$ cat src/hdl/tsg_pkg.sv
// shared types and constants for the triangle span generator
package tsg_pkg;

  localparam int unsigned XW = 7;
  localparam int unsigned YW = 5;
  localparam int unsigned CW = 32;
  localparam int unsigned SCREEN_WIDTH_DEF = 128;
  localparam int unsigned SCREEN_HEIGHT_DEF = 32;
  localparam int unsigned FRACTION_BITS_DEF = 16;

  typedef struct packed {
    logic [XW-1:0] ax;
    logic [YW-1:0] ay;
    logic [XW-1:0] bx;
    logic [YW-1:0] by;
    logic [XW-1:0] cx;
    logic [YW-1:0] cy;
    logic [CW-1:0] fill_color;
  } tri_t;

  typedef struct packed {
    logic [YW-1:0] row;
    logic [XW-1:0] span_x_a;
    logic [XW-1:0] span_x_b;
    logic [CW-1:0] span_color;
    logic          last_span;
  } span_t;

  // vertices sorted by y, handed from front to back
  typedef struct packed {
    logic [XW-1:0] x0;
    logic [YW-1:0] y0;
    logic [XW-1:0] x1;
    logic [YW-1:0] y1;
    logic [XW-1:0] x2;
    logic [YW-1:0] y2;
    logic [CW-1:0] color;
  } sorted_t;

  typedef enum logic [2:0] {
    ST_IDLE,
    ST_MID,
    ST_SLOPE,
    ST_SPAN,
    ST_OUT
  } back_state_e;

  typedef enum logic [1:0] {
    DV_IDLE,
    DV_RUN,
    DV_DONE
  } div_state_e;

endpackage

$ cat src/hdl/triangle_span_generator.sv
// top level of the triangle span generator
// one triangle per input transaction on in_valid_i/in_ready_o (tri_t payload);
// spans leave on out_valid_o/out_ready_i (span_t payload), y2-y0+2 per triangle,
// upper half top-down, lower half bottom-up, last_span on the final one.
// setup runs five serial divisions in one shared restoring divider, one
// quotient bit per cycle: start, the quotient bits in turn, done; a division
// whose height is zero is skipped. the split and upper slopes come before the
// upper half, the lower slopes after it; spans leave one per cycle while the
// receiver is ready. per triangle the back end also passes idle and closing states.
// the front sorts vertices by y and holds one triangle ahead, so a new
// triangle is taken while the back end still walks the previous one.
// a stalled receiver holds the span register and freezes the walk; nothing
// is dropped. reset clears all control state; no clearing pass is needed.
module triangle_span_generator #(
  parameter int unsigned FRACTION_BITS = tsg_pkg::FRACTION_BITS_DEF
) (
  input  logic           clk_i,
  input  logic           rst_ni,
  input  logic           in_valid_i,
  output logic           in_ready_o,
  input  tsg_pkg::tri_t  in_data_i,
  output logic           out_valid_o,
  input  logic           out_ready_i,
  output tsg_pkg::span_t out_data_o
);

  logic             q_valid, q_ready;
  tsg_pkg::sorted_t q_data;

  tsg_front u_front (
    .clk_i, .rst_ni, .in_valid_i, .in_ready_o, .in_data_i,
    .q_valid_o(q_valid), .q_ready_i(q_ready), .q_data_o(q_data)
  );

  tsg_back #(.FRACTION_BITS(FRACTION_BITS)) u_back (
    .clk_i, .rst_ni,
    .q_valid_i(q_valid), .q_ready_o(q_ready), .q_data_i(q_data),
    .out_valid_o, .out_ready_i, .out_data_o
  );

  a_sorted: assert property (@(posedge clk_i) disable iff (!rst_ni)
    q_valid |-> (q_data.y0 <= q_data.y1 && q_data.y1 <= q_data.y2))
    else $error("queue entry not sorted by y");

  a_hold: assert property (@(posedge clk_i) disable iff (!rst_ni)
    out_valid_o && !out_ready_i |=> out_valid_o && $stable(out_data_o))
    else $error("span changed while stalled");

endmodule

$ cat src/hdl/tsg_front.sv
// front end: accepts triangles and sorts vertices by y
module tsg_front (
  input  logic             clk_i,
  input  logic             rst_ni,
  input  logic             in_valid_i,
  output logic             in_ready_o,
  input  tsg_pkg::tri_t    in_data_i,
  output logic             q_valid_o,
  input  logic             q_ready_i,
  output tsg_pkg::sorted_t q_data_o
);

  tsg_pkg::sorted_t s1, s2, s3;
  logic             full_q;
  tsg_pkg::sorted_t data_q;

  always_comb begin
    s1.x0 = in_data_i.ax; s1.y0 = in_data_i.ay;
    s1.x1 = in_data_i.bx; s1.y1 = in_data_i.by;
    s1.x2 = in_data_i.cx; s1.y2 = in_data_i.cy;
    s1.color = in_data_i.fill_color;
    if (in_data_i.ay > in_data_i.by) begin
      s1.x0 = in_data_i.bx; s1.y0 = in_data_i.by;
      s1.x1 = in_data_i.ax; s1.y1 = in_data_i.ay;
    end
    s2 = s1;
    if (s1.y1 > s1.y2) begin
      s2.x1 = s1.x2; s2.y1 = s1.y2;
      s2.x2 = s1.x1; s2.y2 = s1.y1;
    end
    s3 = s2;
    if (s2.y0 > s2.y1) begin
      s3.x0 = s2.x1; s3.y0 = s2.y1;
      s3.x1 = s2.x0; s3.y1 = s2.y0;
    end
  end

  // one register stage between front and back
  assign in_ready_o = !full_q || q_ready_i;
  assign q_valid_o  = full_q;
  assign q_data_o   = data_q;

  always_ff @(posedge clk_i or negedge rst_ni) begin
    if (!rst_ni) begin
      full_q <= 1'b0;
    end else if (in_valid_i && in_ready_o) begin
      full_q <= 1'b1;
    end else if (q_ready_i) begin
      full_q <= 1'b0;
    end
  end

  always_ff @(posedge clk_i) begin
    if (in_valid_i && in_ready_o) begin
      data_q <= s3;
    end
  end

endmodule

$ cat src/hdl/tsg_div.sv
// restoring signed divider, one quotient bit per cycle, truncating toward zero
module tsg_div #(
  parameter int unsigned NW = 32,
  parameter int unsigned DW = 6
) (
  input  logic                 clk_i,
  input  logic                 rst_ni,
  input  logic                 start_i,
  input  logic signed [NW-1:0] num_i,
  input  logic        [DW-1:0] den_i,
  output logic                 done_o,
  output logic signed [NW-1:0] quo_o,
  output logic                 rem_nz_o
);

  localparam int unsigned CNTW = $clog2(NW + 1);

  tsg_pkg::div_state_e state_q, state_d;
  logic [NW-1:0]   mag_q, mag_d;
  logic [DW:0]     rem_q, rem_d;
  logic [DW-1:0]   den_q;
  logic            neg_q;
  logic [CNTW-1:0] cnt_q, cnt_d;
  logic [DW:0]     trial;

  always_comb begin
    state_d = state_q;
    case (state_q)
      tsg_pkg::DV_IDLE: if (start_i) state_d = tsg_pkg::DV_RUN;
      tsg_pkg::DV_RUN:  if (cnt_q == CNTW'(NW - 1)) state_d = tsg_pkg::DV_DONE;
      tsg_pkg::DV_DONE: state_d = start_i ? tsg_pkg::DV_RUN : tsg_pkg::DV_IDLE;
      default:          state_d = tsg_pkg::DV_IDLE;
    endcase
  end

  always_comb begin
    trial = {rem_q[DW-1:0], mag_q[NW-1]};
    rem_d = trial;
    mag_d = {mag_q[NW-2:0], 1'b0};
    if (trial >= {1'b0, den_q}) begin
      rem_d    = trial - {1'b0, den_q};
      mag_d[0] = 1'b1;
    end
    cnt_d = cnt_q + CNTW'(1);
  end

  always_ff @(posedge clk_i or negedge rst_ni) begin
    if (!rst_ni) begin
      state_q <= tsg_pkg::DV_IDLE;
      cnt_q   <= '0;
    end else begin
      state_q <= state_d;
      if (start_i) cnt_q <= '0;
      else if (state_q == tsg_pkg::DV_RUN) cnt_q <= cnt_d;
    end
  end

  always_ff @(posedge clk_i) begin
    if (start_i) begin
      mag_q <= num_i[NW-1] ? NW'(-num_i) : num_i;
      neg_q <= num_i[NW-1];
      den_q <= den_i;
      rem_q <= '0;
    end else if (state_q == tsg_pkg::DV_RUN) begin
      mag_q <= mag_d;
      rem_q <= rem_d;
    end
  end

  assign done_o   = state_q == tsg_pkg::DV_DONE;
  assign quo_o    = neg_q ? -$signed(mag_q) : $signed(mag_q);
  assign rem_nz_o = rem_q != '0;

endmodule

$ cat src/hdl/tsg_back.sv
// back end: split point, slopes and span walk
module tsg_back #(
  parameter int unsigned FRACTION_BITS = tsg_pkg::FRACTION_BITS_DEF
) (
  input  logic             clk_i,
  input  logic             rst_ni,
  input  logic             q_valid_i,
  output logic             q_ready_o,
  input  tsg_pkg::sorted_t q_data_i,
  output logic             out_valid_o,
  input  logic             out_ready_i,
  output tsg_pkg::span_t   out_data_o
);

  localparam int unsigned XW = tsg_pkg::XW;
  localparam int unsigned YW = tsg_pkg::YW;
  // accumulator: sign + integer part + fraction, margin for overshoot
  localparam int unsigned AW = XW + FRACTION_BITS + 3;
  localparam int unsigned DW = YW + 1;
  localparam logic [XW-1:0] XMAX = XW'(tsg_pkg::SCREEN_WIDTH_DEF - 1);

  tsg_pkg::back_state_e state_q, state_d;
  tsg_pkg::sorted_t v_q;
  logic [XW-1:0]        mid_q;
  logic signed [AW-1:0] s1_q, s2_q, xa_q, xb_q;
  logic [YW-1:0]        y_q;
  logic                 lower_q;
  logic [1:0]           sel_q;
  logic                 out_full_q;
  tsg_pkg::span_t       out_q;

  logic                 div_start;
  logic signed [AW-1:0] div_num, div_quo;
  logic [DW-1:0]        div_den;
  logic                 div_done, div_rnz;

  tsg_div #(.NW(AW), .DW(DW)) u_div (
    .clk_i, .rst_ni,
    .start_i (div_start),
    .num_i   (div_num),
    .den_i   (div_den),
    .done_o  (div_done),
    .quo_o   (div_quo),
    .rem_nz_o(div_rnz)
  );

  logic signed [AW-1:0] sx0, sx1, sx2, smid, dxa;
  logic [DW-1:0]        hu, hl, hfull;
  logic                 span_fire, last_now, row_end;

  assign sx0  = AW'(signed'({1'b0, v_q.x0}));
  assign sx1  = AW'(signed'({1'b0, v_q.x1}));
  assign sx2  = AW'(signed'({1'b0, v_q.x2}));
  assign smid = AW'(signed'({1'b0, mid_q}));
  assign hu    = DW'(v_q.y1) - DW'(v_q.y0);
  assign hl    = DW'(v_q.y2) - DW'(v_q.y1);
  assign hfull = DW'(v_q.y2) - DW'(v_q.y0);

  // divide job for each setup step: 0 split, 1..2 upper slopes, 3..4 lower slopes
  logic [2:0] job_q;
  always_comb begin
    dxa = (sx2 - sx0) * AW'(signed'({1'b0, hu}));
    div_num = dxa;
    div_den = hfull;
    case (job_q)
      3'd1: begin div_num = (sx1 - sx0) <<< FRACTION_BITS;  div_den = hu; end
      3'd2: begin div_num = (smid - sx0) <<< FRACTION_BITS; div_den = hu; end
      3'd3: begin div_num = (sx2 - sx1) <<< FRACTION_BITS;  div_den = hl; end
      3'd4: begin div_num = (sx2 - smid) <<< FRACTION_BITS; div_den = hl; end
      default: ;
    endcase
  end

  logic job_zero;
  assign job_zero = div_den == '0;

  function automatic logic [XW-1:0] x_of(input logic signed [AW-1:0] acc,
                                           input logic [XW-1:0] xmax);
    logic signed [AW-1:0] v;
    v = acc >>> FRACTION_BITS;
    if (acc < 0) return '0;
    if (v > AW'(signed'({1'b0, xmax}))) return xmax;
    return v[XW-1:0];
  endfunction

  assign row_end   = lower_q ? (y_q == v_q.y1) : (y_q == v_q.y1);
  assign last_now  = lower_q && (y_q == v_q.y1);
  assign span_fire = state_q == tsg_pkg::ST_SPAN && (!out_full_q || out_ready_i);
  assign q_ready_o = state_q == tsg_pkg::ST_IDLE;
  assign div_start = (state_q == tsg_pkg::ST_MID || state_q == tsg_pkg::ST_SLOPE)
                     && sel_q == 2'd0 && !job_zero;

  always_comb begin
    state_d = state_q;
    case (state_q)
      tsg_pkg::ST_IDLE:  if (q_valid_i) state_d = tsg_pkg::ST_MID;
      tsg_pkg::ST_MID:   if (job_zero || div_done) state_d = tsg_pkg::ST_SLOPE;
      tsg_pkg::ST_SLOPE: if ((job_zero && sel_q == 2'd0 || div_done)
                             && (job_q == 3'd2 || job_q == 3'd4))
                           state_d = tsg_pkg::ST_SPAN;
      tsg_pkg::ST_SPAN:  if (span_fire && row_end)
                           state_d = lower_q ? tsg_pkg::ST_OUT : tsg_pkg::ST_SLOPE;
      tsg_pkg::ST_OUT:   state_d = tsg_pkg::ST_IDLE;
      default:           state_d = tsg_pkg::ST_IDLE;
    endcase
  end

  always_ff @(posedge clk_i or negedge rst_ni) begin
    if (!rst_ni) begin
      state_q    <= tsg_pkg::ST_IDLE;
      job_q      <= '0;
      sel_q      <= '0;
      lower_q    <= 1'b0;
      out_full_q <= 1'b0;
    end else begin
      state_q <= state_d;
      if (span_fire) out_full_q <= 1'b1;
      else if (out_ready_i) out_full_q <= 1'b0;
      case (state_q)
        tsg_pkg::ST_IDLE: begin
          job_q   <= '0;
          sel_q   <= '0;
          lower_q <= 1'b0;
        end
        tsg_pkg::ST_MID, tsg_pkg::ST_SLOPE: begin
          if (job_zero && sel_q == 2'd0 || div_done) begin
            job_q <= job_q + 3'd1;
            sel_q <= '0;
          end else begin
            sel_q <= 2'd1;
          end
        end
        tsg_pkg::ST_SPAN: if (span_fire && row_end) lower_q <= 1'b1;
        default: ;
      endcase
    end
  end

  always_ff @(posedge clk_i) begin
    if (state_q == tsg_pkg::ST_IDLE && q_valid_i) v_q <= q_data_i;
    if (state_q == tsg_pkg::ST_MID && (job_zero || div_done)) begin
      // floored split, zero height uses x0
      mid_q <= job_zero ? v_q.x0 : XW'(sx0 + (div_rnz && dxa < 0 ?
               div_quo - AW'(1) : div_quo));
    end
    if (state_q == tsg_pkg::ST_SLOPE && (job_zero && sel_q == 2'd0 || div_done)) begin
      if (job_q == 3'd1 || job_q == 3'd3) s1_q <= job_zero ? '0 : div_quo;
      else                                s2_q <= job_zero ? '0 : div_quo;
      if (job_q == 3'd2) begin
        xa_q <= sx0 <<< FRACTION_BITS; xb_q <= sx0 <<< FRACTION_BITS; y_q <= v_q.y0;
      end
      if (job_q == 3'd4) begin
        xa_q <= sx2 <<< FRACTION_BITS; xb_q <= sx2 <<< FRACTION_BITS; y_q <= v_q.y2;
      end
    end
    if (span_fire) begin
      out_q.row        <= y_q;
      out_q.span_x_a   <= x_of(xa_q, XMAX);
      out_q.span_x_b   <= x_of(xb_q, XMAX);
      out_q.span_color <= v_q.color;
      out_q.last_span  <= last_now;
      if (lower_q) begin
        xa_q <= xa_q - s1_q; xb_q <= xb_q - s2_q; y_q <= y_q - YW'(1);
      end else begin
        xa_q <= xa_q + s1_q; xb_q <= xb_q + s2_q; y_q <= y_q + YW'(1);
      end
    end
  end

  assign out_valid_o = out_full_q;
  assign out_data_o  = out_q;

endmodule

$ cat config.mk
export PLATFORM = sky130hd
export DESIGN_NAME = triangle_span_generator
export DESIGN_NICKNAME = d
export VERILOG_FILES = /design/src/hdl/tsg_pkg.sv /design/src/hdl/triangle_span_generator.sv /design/src/hdl/tsg_front.sv /design/src/hdl/tsg_div.sv /design/src/hdl/tsg_back.sv
export SDC_FILE = /design/constraint.sdc
export NUM_CORES = 1
export LEC_CHECK = 0
export CAP_MARGIN = 20
export CORE_MARGIN = 8
export CORE_UTILIZATION = 45
export CTS_BUF_LIST = sky130_fd_sc_hd__clkbuf_4 sky130_fd_sc_hd__clkbuf_8
export CTS_CLUSTER_DIAMETER = 60
export DETAILED_ROUTE_END_ITERATION = 16
export DONT_BUFFER_PORTS = 1
export MAX_ROUTING_LAYER = met4
export SLEW_MARGIN = 5
export SYNTH_ARGS = -nofsm -noshare
export SYNTH_HDL_FRONTEND = slang
export SYNTH_SLANG_ARGS = --single-unit
$ cat constraint.sdc
create_clock -name clk_i -period 17.18 [get_ports clk_i]
set_input_delay 3.436 -clock clk_i [delete_from_list [all_inputs] [get_ports clk_i]]
set_output_delay 3.436 -clock clk_i [all_outputs]
set_load 0.02 [all_outputs]
==> results.ini <==
[setup_path]
crit_arrival_ns = 9.58
regToRegEndpoint = u_back.mid_q[6]
cp.required_ns = 17.59
startpoint_type = register
cp_common_cell = inv_1
r2r_cells = 36
critical-path-slowest-cell = xnor2_1
r2r_start = u_back.sx0[1]
slowest_delay_ns = 0.56
r2r_slack_ns = 8.01
critPathKind = register to register
path_max_fanout = 7
endpoint_kind = register

[yosys]
synth_area_leaders = edfxtp_1 45%, ha_1 8.5%, nor2_1 4.6%
ys_ff_latch = 361
synth_cells = 2088
synth-seq-area-share_pct = 47.9
synth.avg_cell_area_um2 = 10.7
synth-edff-count = 337
yosys.area.top_type = edfxtp_1
ys_types = 77
yosysTopAreaCellShare_pct = 45.4
synth_fp_nets = 2357
synth_flop_cell = edfxtp_1
ys_warn_count = 0
mappedNetlistArea_mm2 = 0.0223
synthArstFlopShare_pct = 4.71

[cts]
cts_setup_buffers = 0
clk_path_buf_depth = 3
clockRootBuffer = clkbuf_8
cts_tree = done
cts_resized = 0
htree_num_levels = 2
cts_hold_buf = 0
cts_buffers = 59
path_clk_slew_ns = 0.08
insertion_delay_ns = 0.67
clock_sinks = 361

[sta]
slew_headroom_pct = 32.7
drv_slew = 0
rsz0062_at_grt = no
final.period_utilization_pct = 53.4
worst_hold_slack_ns = 0.404
hold_violations = 0
worst_slew_pin_slew_ns = 1.01
tns_ns = 0
period_minus_slack_ns = 9.17
max_freq_mhz = 109
skew_ns = 0.0315
setup_violations = 0

[floorplanning]
ios = 126
die-area_mm2 = 0.0569
chipHeight_um = 239
fp.dieW_um = 239
core_mm2 = 0.0490
num_rows = 81
initial_core_util_pct = 45.5

[cells_and_area]
fillers = 4456
drive_gt1_share_pct = 7.52
nNetsFinal = 2387
synthToLayoutAreaGrowth_pct = 8.98

[global_routing]
grt-ovfl-total = 0
grt-busiest-layer = met2
grtUsageMet1_pct = 23.1
antenna_found_initial = 1
grt_usage_pct = 18.3
grt_util_met2_pct = 29.8
grt_pass1_wl_um = 81200
grtUsageMet3_pct = 3.09
first_global_vias = 15298
grt_start_max_net_pins = 69

[route]
drtAntennaViolNets = 0
drc = 0
dr.pass1.iters = 5
drt_wl_total_um = 51300
wl_per_cell_um = 18.1
first_iter_violations = 988
num_vias = 15344
viasPerCell = 5.42

[placement]
dpl.hpwl_um = 38800
place.gp.congestion = 0.939
numPortBuffers = 0

[worst_hold_path]
min_path_type = register to register
hold_end = u_back.v_q[20]
whs_path_depth = 0
worstHoldStart = u_front.q_data_o[20]

[job]
drv_cap = 0

[status]
status = finished clean

## per-stage QoR
stage               worst slack, ns  cells  area [um2]  util (%)
floorplan                      8.58   2088       22300         -
global placement               7.70   2719       23100      47.2
detailed placement             7.43   2719       23100      47.2
CTS                            8.03   2829       24300      49.5
global route                   7.33   2832       24300      49.6
finish                         8.01   2832       24300      49.6
## routing by layer
metal	vias up	share of wire, %
met5	-	0
met4	0	2.8
met3	80	3.7
met2	262	48
met1	7421	46
li1	7581	-
## worst max-delay path by stage
stage	slack (ns)	startpoint	cells past startpoint	endpoint
2_1_floorplan	8.58	in_data_i[48]	23	u_front.q_data_o[61]
3_3_place_gp	7.70	in_data_i[48]	23	u_front.q_data_o[66]
3_5_place_dp	7.43	in_data_i[48]	23	u_front.q_data_o[67]
4_1_cts	8.03	u_back.sx0[0]	35	u_back.mid_q[6]
5_1_grt	7.33	u_back.sx0[1]	37	u_back.mid_q[6]
6_report	8.01	u_back.sx0[1]	36	u_back.mid_q[6]
## critical path, delay by kind of cell (launching register included)
kind,cells,cell delay [ns]
flip-flops,1,0.52
buffers and inverters,6,0.55
XOR/XNOR,5,1.51
AO/OA/AOI/OAI,8,1.39
AND/OR/NAND/NOR,10,1.88
adder cells (fa/ha/maj),7,3.09
## placed cells by master (no fill, tap or decap), drive strengths merged, types with 44 or more instances in the layout
cell    Yosys  layout
ha        152     152
o21ai     120     120
inv       168     169
mux2i      54      54
a21oi     118     118
nand2     121     121
nand2b     44      44
xnor2     105     105
nor2      274     274
xor2       77      77
fa         45      45
clkbuf     40      73
edfxtp    337     337
## flip-flops by register name, indices dropped and copies added (netlist names), 2 cells and up
signal	cells
u_back.s1_q	26
u_back.y_q	5
u_back.sx2	7
u_back.xb_q	26
u_back.u_div.mag_q	26
u_back.state_q	3
u_back.v_q	47
u_back.mid_q	7
u_back.u_div.cnt_q	5
u_back.u_div.state_q	2
u_back.s2_q	26
u_back.sx0	7
u_back.job_q	3
u_back.u_div.den_q	6
u_back.u_div.rem_q	7
u_back.sx1	7
u_front.q_data_o	68
u_back.xa_q	26
u_back.out_data_o	52
## synth_stat cells (12+ instances only)
master	n
o22ai_1	14
xnor2_1	105
o21ai_0	109
a211oi_1	21
ha_1	152
a31oi_1	19
nand2b_1	44
dfrtp_1	17
o31ai_1	13
nor2b_1	21
nor4_1	15
edfxtp_1	337
clkbuf_1	39
nor3_1	41
inv_1	168
mux2i_1	54
fa_1	45
and3_1	19
o21a_1	19
xor2_1	77
a21o_1	33
mux2_2	12
nand3_1	24
nor2_1	273
a21oi_1	118
nand2_1	121
## logic make-up (layout without fill, tap and decap cells)
family	Yosys count	in the layout	synth area share [%]
fa+ha+maj	197	197	12.6
simple gates	623	623	13.0
mux	66	66	3.03
compound gates	440	440	12.6
buf+inv	219	298	3.74
other cells	0	1	0
xor+xnor	182	182	7.15
flops	361	361	47.9
## final cells by class
cell class	count	area, um2	area share [%]
multi-input cells	1508	10800	44.5
well taps	664	831	3.42
inverters	169	636	2.62
repair buffers	19	163	0.670
clock buffers	73	917	3.78
clock inverters	37	241	0.994
flip-flops and latches	361	10700	44.0
diodes	1	2.50	0.0103
Power is left out: the tool's default activity adds up to more than one toggle a clock period on the data nets, which glitch-free logic cannot reach.
